### src/rtl/olss_pkg.sv
`default_nettype none

package olss_pkg;

  // Field widths fixed by the item format
  localparam int SAMPLE_W = 10;
  localparam int LOAD_W   = 16;
  localparam int THRESH_W = 10;
  localparam int GAIN_W   = 8;
  localparam int SCALED_W = 12;
  localparam int DIFF_W   = 13;
  localparam int CFG_IDX_W  = 3;
  localparam int CFG_DATA_W = 10;

  // Divide by 100 as multiply by ceil(2^25 / 100) and shift; exact for products below 2^18
  localparam int SCALE_SHIFT = 25;
  localparam int SCALE_RECIP_W = 19;
  localparam logic [SCALE_RECIP_W-1:0] SCALE_RECIP = 19'd335545;
  localparam int GAIN_FACTOR_W = GAIN_W + SCALE_RECIP_W;
  localparam int SCALE_PROD_W  = SAMPLE_W + GAIN_FACTOR_W;

  // Register reset values
  localparam logic [THRESH_W-1:0] LEFT_LOW_RESET   = 10'd600;
  localparam logic [THRESH_W-1:0] LEFT_HIGH_RESET  = 10'd700;
  localparam logic [THRESH_W-1:0] RIGHT_LOW_RESET  = 10'd650;
  localparam logic [THRESH_W-1:0] RIGHT_HIGH_RESET = 10'd750;
  localparam logic [GAIN_W-1:0]   GAIN_RESET       = 8'd160;
  localparam logic [GAIN_FACTOR_W-1:0] GAIN_FACTOR_RESET =
    GAIN_FACTOR_W'(GAIN_RESET) * GAIN_FACTOR_W'(SCALE_RECIP);

  // Action codes
  localparam logic ACTION_SAMPLE = 1'b0;
  localparam logic ACTION_LOAD   = 1'b1;

  // Round-robin slots
  typedef enum logic [1:0] {
    SLOT_LEFT_WHEEL  = 2'd0,
    SLOT_RIGHT_WHEEL = 2'd1,
    SLOT_LEFT_LINE   = 2'd2,
    SLOT_RIGHT_LINE  = 2'd3
  } slot_t;

  // Configuration register indexes
  typedef enum logic [CFG_IDX_W-1:0] {
    REG_LEFT_LOW   = 3'd0,
    REG_LEFT_HIGH  = 3'd1,
    REG_RIGHT_LOW  = 3'd2,
    REG_RIGHT_HIGH = 3'd3,
    REG_RIGHT_GAIN = 3'd4
  } cfg_reg_t;

  // Controls from the top level to one wheel counter
  typedef struct packed {
    logic step;
    logic load;
  } wheel_ctrl_t;

  // Controls from the top level to the line sensor unit
  typedef struct packed {
    logic step_left;
    logic step_right;
    logic gain_we;
  } line_ctrl_t;

endpackage

`default_nettype wire

### src/rtl/olss_wheel.sv
`default_nettype none

module olss_wheel #(
  parameter int COUNT_WIDTH = 16
) (
  input  wire                            clk,
  input  wire                            rst,
  input  wire olss_pkg::wheel_ctrl_t     ctrl,
  input  wire [olss_pkg::SAMPLE_W-1:0]   sample,
  input  wire [olss_pkg::THRESH_W-1:0]   low_threshold,
  input  wire [olss_pkg::THRESH_W-1:0]   high_threshold,
  input  wire [COUNT_WIDTH-1:0]          load_value,
  output logic                           edge_hit,
  output logic [COUNT_WIDTH-1:0]         count_next
);
  import olss_pkg::*;

  logic                   mark;
  logic                   mark_next;
  logic [COUNT_WIDTH-1:0] count;
  logic                   low_hit;
  logic                   high_hit;
  logic                   mark_mid;

  // Hysteresis: low test first, then high test on the updated mark
  always_comb begin
    low_hit  = ctrl.step && (sample < low_threshold) && mark;
    mark_mid = low_hit ? 1'b0 : mark;
    high_hit = ctrl.step && (sample > high_threshold) && !mark_mid;
    mark_next = high_hit ? 1'b1 : mark_mid;
    edge_hit  = low_hit || high_hit;
    if (ctrl.load) begin
      count_next = load_value;
    end else begin
      count_next = count + COUNT_WIDTH'({1'b0, low_hit} + {1'b0, high_hit});
    end
  end

  // Hold mark and counter
  always_ff @(posedge clk) begin
    if (rst) begin
      mark  <= 1'b0;
      count <= '0;
    end else begin
      mark  <= mark_next;
      count <= count_next;
    end
  end

endmodule

`default_nettype wire

### src/rtl/olss_line.sv
`default_nettype none

module olss_line (
  input  wire                                 clk,
  input  wire                                 rst,
  input  wire olss_pkg::line_ctrl_t           ctrl,
  input  wire [olss_pkg::SAMPLE_W-1:0]        sample,
  input  wire [olss_pkg::GAIN_W-1:0]          gain_data,
  output logic [olss_pkg::SAMPLE_W-1:0]       left_next,
  output logic [olss_pkg::SCALED_W-1:0]       right_next,
  output logic signed [olss_pkg::DIFF_W-1:0]  difference_next
);
  import olss_pkg::*;

  logic [SAMPLE_W-1:0]      left_store;
  logic [SCALED_W-1:0]      right_store;
  logic [GAIN_FACTOR_W-1:0] gain_factor;
  logic [SCALE_PROD_W-1:0]  scale_prod;

  // Scale right sample: sample * (gain * recip) >> shift gives floor(sample * gain / 100)
  always_comb begin
    scale_prod = SCALE_PROD_W'(sample) * SCALE_PROD_W'(gain_factor);
    left_next  = ctrl.step_left ? sample : left_store;
    right_next = ctrl.step_right ? scale_prod[SCALE_SHIFT +: SCALED_W] : right_store;
    difference_next = DIFF_W'(signed'({3'b000, left_next}) - signed'({1'b0, right_next}));
  end

  // Hold line stores; fold the reciprocal into the gain when it is written
  always_ff @(posedge clk) begin
    if (rst) begin
      left_store  <= '0;
      right_store <= '0;
      gain_factor <= GAIN_FACTOR_RESET;
    end else begin
      left_store  <= left_next;
      right_store <= right_next;
      if (ctrl.gain_we) begin
        gain_factor <= GAIN_FACTOR_W'(gain_data) * GAIN_FACTOR_W'(SCALE_RECIP);
      end
    end
  end

endmodule

`default_nettype wire

### src/rtl/odometry_line_sensor_scanner.sv
// Odometry and line sensor scanner.
// Input channel (in_valid / in_stall): one item per converter sample, or a
// counter load when action is set. Samples walk the slots left wheel, right
// wheel, left line, right line; a load leaves the slot where it is.
// Output channel (out_valid / out_stall): exactly one result item per input
// item, in order, with the slot handled, edge flags, both wheel counts and the
// line sensor values and their difference.
// Path: an accepted item passes the input register, then the result register.
// Throughput: one item per cycle while the receiver does not stall; the
// whole update for an item is one pass of compare, increment and one multiply
// between the two registers.
// When the receiver stalls, the result register holds; one more item waits in
// the input register, then in_stall rises until the result is taken.
// Configuration (cfg_valid / cfg_ready): cfg_ready is always high; the user
// must write only while the block is idle; the block does not enforce it. Reset
// (rst, synchronous) clears counters, marks, line stores and the slot, empties
// both registers and restores the default thresholds and gain.
`default_nettype none

module odometry_line_sensor_scanner #(
  parameter int COUNT_WIDTH = 16
) (
  input  wire                                 clk,
  input  wire                                 rst,
  // Input item channel
  input  wire                                 in_valid,
  output logic                                in_stall,
  input  wire                                 action,
  input  wire  [olss_pkg::SAMPLE_W-1:0]       sample,
  input  wire  signed [olss_pkg::LOAD_W-1:0]  load_left,
  input  wire  signed [olss_pkg::LOAD_W-1:0]  load_right,
  // Result item channel
  output logic                                out_valid,
  input  wire                                 out_stall,
  output logic [1:0]                          handled_slot,
  output logic                                left_edge,
  output logic                                right_edge,
  output logic signed [olss_pkg::LOAD_W-1:0]  left_count,
  output logic signed [olss_pkg::LOAD_W-1:0]  right_count,
  output logic [olss_pkg::SAMPLE_W-1:0]       line_left_value,
  output logic [olss_pkg::SCALED_W-1:0]       line_right_scaled,
  output logic signed [olss_pkg::DIFF_W-1:0]  line_difference,
  // Configuration write channel
  input  wire                                 cfg_valid,
  output logic                                cfg_ready,
  input  wire  [olss_pkg::CFG_IDX_W-1:0]      cfg_index,
  input  wire  [olss_pkg::CFG_DATA_W-1:0]     cfg_data
);
  import olss_pkg::*;

  // Configuration registers
  logic [THRESH_W-1:0] left_low;
  logic [THRESH_W-1:0] left_high;
  logic [THRESH_W-1:0] right_low;
  logic [THRESH_W-1:0] right_high;
  logic                cfg_we;
  logic                gain_we;

  // Input register
  logic                      iv;
  logic                      in_action;
  logic [SAMPLE_W-1:0]       in_sample;
  logic signed [LOAD_W-1:0]  in_load_left;
  logic signed [LOAD_W-1:0]  in_load_right;

  // Processing control
  slot_t       slot;
  logic        advance;
  logic        work;
  logic        is_load;
  logic        is_sample;
  wheel_ctrl_t left_ctrl;
  wheel_ctrl_t right_ctrl;
  line_ctrl_t  line_ctrl;

  // Unit results
  logic                   left_hit;
  logic                   right_hit;
  logic [COUNT_WIDTH-1:0] left_count_next;
  logic [COUNT_WIDTH-1:0] right_count_next;
  logic [SAMPLE_W-1:0]    line_left_next;
  logic [SCALED_W-1:0]    line_right_next;
  logic signed [DIFF_W-1:0] line_diff_next;

  // Handshakes
  assign cfg_ready = 1'b1;
  assign cfg_we    = cfg_valid && cfg_ready;
  assign gain_we   = cfg_we && (cfg_index == REG_RIGHT_GAIN);
  assign advance   = !out_valid || !out_stall;
  assign in_stall  = iv && !advance;
  assign work      = iv && advance;
  assign is_load   = work && (in_action == ACTION_LOAD);
  assign is_sample = work && (in_action == ACTION_SAMPLE);

  // Steer the item to the unit of the current slot
  always_comb begin
    left_ctrl.step  = is_sample && (slot == SLOT_LEFT_WHEEL);
    left_ctrl.load  = is_load;
    right_ctrl.step = is_sample && (slot == SLOT_RIGHT_WHEEL);
    right_ctrl.load = is_load;
    line_ctrl.step_left  = is_sample && (slot == SLOT_LEFT_LINE);
    line_ctrl.step_right = is_sample && (slot == SLOT_RIGHT_LINE);
    line_ctrl.gain_we    = gain_we;
  end

  olss_wheel #(
    .COUNT_WIDTH (COUNT_WIDTH)
  ) u_left_wheel (
    .clk            (clk),
    .rst            (rst),
    .ctrl           (left_ctrl),
    .sample         (in_sample),
    .low_threshold  (left_low),
    .high_threshold (left_high),
    .load_value     (COUNT_WIDTH'(in_load_left)),
    .edge_hit       (left_hit),
    .count_next     (left_count_next)
  );

  olss_wheel #(
    .COUNT_WIDTH (COUNT_WIDTH)
  ) u_right_wheel (
    .clk            (clk),
    .rst            (rst),
    .ctrl           (right_ctrl),
    .sample         (in_sample),
    .low_threshold  (right_low),
    .high_threshold (right_high),
    .load_value     (COUNT_WIDTH'(in_load_right)),
    .edge_hit       (right_hit),
    .count_next     (right_count_next)
  );

  olss_line u_line (
    .clk             (clk),
    .rst             (rst),
    .ctrl            (line_ctrl),
    .sample          (in_sample),
    .gain_data       (cfg_data[GAIN_W-1:0]),
    .left_next       (line_left_next),
    .right_next      (line_right_next),
    .difference_next (line_diff_next)
  );

  // Write configuration registers; unknown indexes are dropped
  always_ff @(posedge clk) begin
    if (rst) begin
      left_low   <= LEFT_LOW_RESET;
      left_high  <= LEFT_HIGH_RESET;
      right_low  <= RIGHT_LOW_RESET;
      right_high <= RIGHT_HIGH_RESET;
    end else if (cfg_we) begin
      unique case (cfg_index)
        REG_LEFT_LOW:   left_low   <= cfg_data[THRESH_W-1:0];
        REG_LEFT_HIGH:  left_high  <= cfg_data[THRESH_W-1:0];
        REG_RIGHT_LOW:  right_low  <= cfg_data[THRESH_W-1:0];
        REG_RIGHT_HIGH: right_high <= cfg_data[THRESH_W-1:0];
        default: ;
      endcase
    end
  end

  // Capture an item into the input register; drain it as it is worked
  always_ff @(posedge clk) begin
    if (rst) begin
      iv <= 1'b0;
    end else if (in_valid && !in_stall) begin
      iv <= 1'b1;
    end else if (advance) begin
      iv <= 1'b0;
    end
  end

  always_ff @(posedge clk) begin
    if (in_valid && !in_stall) begin
      in_action     <= action;
      in_sample     <= sample;
      in_load_left  <= load_left;
      in_load_right <= load_right;
    end
  end

  // Advance the slot on every sample item
  always_ff @(posedge clk) begin
    if (rst) begin
      slot <= SLOT_LEFT_WHEEL;
    end else if (is_sample) begin
      slot <= slot_t'(slot + 2'd1);
    end
  end

  // Result register
  always_ff @(posedge clk) begin
    if (rst) begin
      out_valid <= 1'b0;
    end else if (work) begin
      out_valid <= 1'b1;
    end else if (!out_stall) begin
      out_valid <= 1'b0;
    end
  end

  always_ff @(posedge clk) begin
    if (work) begin
      handled_slot      <= is_load ? SLOT_LEFT_WHEEL : slot;
      left_edge         <= left_hit;
      right_edge        <= right_hit;
      left_count        <= LOAD_W'(left_count_next);
      right_count       <= LOAD_W'(right_count_next);
      line_left_value   <= line_left_next;
      line_right_scaled <= line_right_next;
      line_difference   <= line_diff_next;
    end
  end

  // Stall toward the sender only when a result is held back
  a_stall_cause: assert property (@(posedge clk) disable iff (rst)
    in_stall |-> (out_valid && out_stall))
    else $error("input stalled without a held result");

  // A sample item moves the slot on by one; a load leaves it
  a_slot_step: assert property (@(posedge clk) disable iff (rst)
    is_sample |=> (slot == slot_t'($past(slot) + 2'd1)))
    else $error("slot did not advance after a sample item");

  a_slot_hold: assert property (@(posedge clk) disable iff (rst)
    is_load |=> $stable(slot))
    else $error("slot changed on a load item");

  // Edge flags belong to their own wheel slot only
  a_left_edge_slot: assert property (@(posedge clk) disable iff (rst)
    (out_valid && left_edge) |-> (handled_slot == SLOT_LEFT_WHEEL && !right_edge))
    else $error("left edge flagged outside the left wheel slot");

  a_right_edge_slot: assert property (@(posedge clk) disable iff (rst)
    (out_valid && right_edge) |-> (handled_slot == SLOT_RIGHT_WHEEL))
    else $error("right edge flagged outside the right wheel slot");

endmodule

`default_nettype wire
### config.mk
export PLATFORM = sky130hd
export DESIGN_NAME = odometry_line_sensor_scanner
export DESIGN_NICKNAME = d
export VERILOG_FILES = /design/src/rtl/olss_pkg.sv /design/src/rtl/olss_wheel.sv /design/src/rtl/olss_line.sv /design/src/rtl/odometry_line_sensor_scanner.sv
export SDC_FILE = /design/constraint.sdc
export NUM_CORES = 1
export LEC_CHECK = 0
export CORE_UTILIZATION = 58
export CTS_CLUSTER_SIZE = 20
export DETAILED_ROUTE_END_ITERATION = 8
export DONT_BUFFER_PORTS = 1
export PLACE_DENSITY = 0.83
export SKIP_LAST_GASP = 1
export SYNTH_ARGS = -nofsm -noshare
export SYNTH_HDL_FRONTEND = slang
export SYNTH_HIERARCHICAL = 1
export SYNTH_SLANG_ARGS = --single-unit
export TNS_END_PERCENT = 100
### constraint.sdc
create_clock -name clk -period 9.09 [get_ports clk]
set_clock_uncertainty 0.1 [all_clocks]
set_input_delay 2.2725 -clock clk [delete_from_list [all_inputs] [get_ports clk]]
set_output_delay 2.2725 -clock clk [all_outputs]
set_load 0.02 [all_outputs]
==> flow_summary.ini <==
[placement]
gp_congestion = 0.902
hpwl_mm = 34.5
port_buffers = 0

[min_path]
min_path_type = register to register
min_to = u_line/right_store[0]$_SDFF_PP0_
min_delay_path_depth = 2
hold_start = u_line/right_store[0]$_SDFF_PP0_

[die]
die_area_um2 = 36400
io_pins = 135
die_w_um = 191
start_util_pct = 59.4
fp.dieH_um = 191
core_um2 = 34800
row_count = 68

[global_route]
gr-usage-met1_pct = 35.2
top_usage_layer = met2
antenna_found_initial = 2
grt_pass1_vias = 15042
overflow = 0
grt_first_pass_wirelength_mm = 75.8
grt_use_met3_pct = 3.51
grtUsageMet2_pct = 43.3
grt_max_degree = 139
track_usage_pct = 25.9

[synthesis]
yosys.cell_count.top_type = inv_1
async_reset_ff_share_pct = 0
ys_types = 85
netlist.area_leader.share_pct = 22.7
ys_warn_count = 6
syn_area_um2 = 20700
synth-edff-count = 114
synthCells = 2084
ys_seq_area_share_pct = 28.8
synthFlopType = dfxtp_1
ys_ff_latch = 241
synth.area.top_cells = fa_1, edfxtp_1, dfxtp_1
syn_area_per_cell_um2 = 9.93
post-synth-top-area-cell = fa_1
synth_nets = 2566
yosys-top-cells-count = inv_1, fa_1, nand2_1

[critical_path]
crit_required_ns = 9.27
r2r_setup_slack_ns = 0.46
crit_top_cell = fa_1
cp_slowest_cell = edfxtp_1
critPathMaxFanout = 23
critPathCaptureType = register
r2r_start = in_sample[7]$_DFFE_PP_
crit_path_start_kind = register
rr_worst_depth = 25
cp.arrival_ns = 8.81
cp_slowest_stage_delay_ns = 1.01
critical_path_class = register to register
r2r_end = line_difference[10]$_DFFE_PP_

[sta]
fin_setup_tns_ns = 0
finalSetupViolCount = 0
hold_slack_ns = 0.391
drv_slew = 0
layout_min_cycle_time_ns = 8.63
worst_pin_slew_ns = 1.16
final_hold_viol_count = 0
rsz0062_at_grt = no
max_slew_margin_pct = 22.4
max_freq_mhz = 116
layout_worst_path_cycle_share_pct = 94.9

[route]
vias = 14502
drc = 0
routed_wl_mm = 46.8
dr.pass1.iters = 7
first_iter_violations = 1038
routedWlPerCell_um = 18.6
ant_nets = 0
vias_per_cell = 5.76

[pwr]
ir_drop_mv = 0.238
power.density_nw_per_um2 = 262
pwr-share-comb_pct = 61.1
seqPwrFrac_pct = 22.0
internal_power_mw = 3.17
clock_power_share_pct = 16.9
swShare_pct = 44.7
switching_power_mw = 2.56
p_leak_nw = 10.2

[run_status]
run_status = finished clean

[clock_tree]
clk_latency_ns = 0.54
cts_tree = yes
cts_resized = 0
cts_root_buf = clkbuf_16
path_clk_slew_ns = 0.06
cts_sinks = 241
clock_path_buffers = 3
cts_htree_levels = 1
cts_made_buffers = 25

[flow_run]
drv_cap = 0

[finish]
nFillCells = 2562
areaGrowthSynthToFinish_pct = 5.58
drive_gt1_share_pct = 5.63
nets = 2525
-- worst max path at each step --
stage	from	to	slack [ns]	cells after the start
2_1_floorplan	in_sample[3]$_DFFE_PP_	line_difference[10]$_DFFE_PP_	1.28	28
3_3_place_gp	in_sample[8]$_DFFE_PP_	line_difference[10]$_DFFE_PP_	0.80	28
3_5_place_dp	in_sample[1]$_DFFE_PP_	line_difference[10]$_DFFE_PP_	0.58	26
4_1_cts	in_sample[1]$_DFFE_PP_	line_difference[10]$_DFFE_PP_	0.54	26
5_1_grt	in_sample[1]$_DFFE_PP_	line_difference[10]$_DFFE_PP_	0.03	30
6_report	in_sample[7]$_DFFE_PP_	line_difference[10]$_DFFE_PP_	0.46	25
-- metal layers --
layer,vias to the layer above,wire length [um]
met4,0,1090
met2,571,22600
met3,78,3570
met5,-,0
met1,7174,19500
li1,6679,-
-- flip-flops by register name (all words and copies together), names as in the netlist, 10 cells and up --
signal,cells
line_difference,13
right_high,10
u_line/right_store,12
left_low,10
left_high,10
in_load_left,16
right_low,10
u_right_wheel/count,16
left_count,16
in_load_right,16
in_sample,10
line_right_scaled,12
u_line/gain_factor,27
right_count,16
line_left_value,10
u_left_wheel/count,16
u_line/left_store,10
-- per-stage QoR --
step	cell area (um^2)	setup WS (ns)	cells	total power [mW]	util, %
2_1_floorplan	20700	1.28	2084	3.98	-
3_3_place_gp	21100	0.804	2470	4.62	60.5
3_5_place_dp	21100	0.584	2470	4.72	60.5
4_1_cts	21800	0.540	2516	5.70	62.7
5_1_grt	21800	0.0317	2519	6.29	62.8
6_report	21800	0.460	2519	5.73	62.8
-- critical path: cells and delay by family, from the launching register on --
family	cells	cell delay, ns
fa+ha+maj	9	3.89
compound gates	6	1.76
flops	1	1.01
simple gates	4	0.58
buf+inv	3	0.44
mux	1	0.31
xor+xnor	2	0.27
-- area by class of cell --
| cell class | count | area (um^2) | share of cell area (%) |
|---|---|---|---|
| antenna | 2 | 5.00 | 0.0229 |
| clock buffer | 31 | 658 | 3.01 |
| clock inverter | 15 | 108 | 0.493 |
| inverter | 322 | 1210 | 5.53 |
| multi-input combinational | 1430 | 13100 | 60.2 |
| sequential | 241 | 5970 | 27.3 |
| tap | 455 | 569 | 2.61 |
| timing repair buffer | 23 | 180 | 0.825 |
-- kinds of logic (layout without fill, tap and decap cells) --
group	count (synthesis)	count (layout)	share of synthesized area (%)
and+or+nand+nor	628	628	15.7
adders and majority gates	424	424	34.1
buffers and inverters	413	391	7.68
AOI/OAI and AO/OA	257	257	8.17
DFF	241	241	28.8
xor gates and xnor gates	66	66	2.79
muxes	54	54	2.69
other	1	3	0.0181
-- repair_timing --
item                                   4_1_cts  5_1_grt
setup endpoints to repair                    0        1
hold buffers                                 0        0
setup buffers                                0        1
endpoints found under the hold margin        0        0
-- layout by cell type, fill, tap and decap left out, types with 40 or more instances in the layout --
cell and instances:
mux2i_1 43, xnor2_1 40, fa_1 235, dfxtp_1 127
inv_1 321, a21oi_1 88, ha_1 186, o21ai_0 44
and2_1 138, nor2_1 101, edfxtp_1 114, nor2b_1 42
nand2_1 207
-- power groups by stage --
stage	combinational (mW)	clock, mW	sequential (mW)
final	3.50	0.966	1.26
after global routing	4.00	1.01	1.27
after CTS	3.47	0.973	1.26
after detailed placement	3.44	0	1.28
after global placement	3.34	0	1.28
after floorplan	2.74	0	1.24
(Power assumes the default switching activity.)
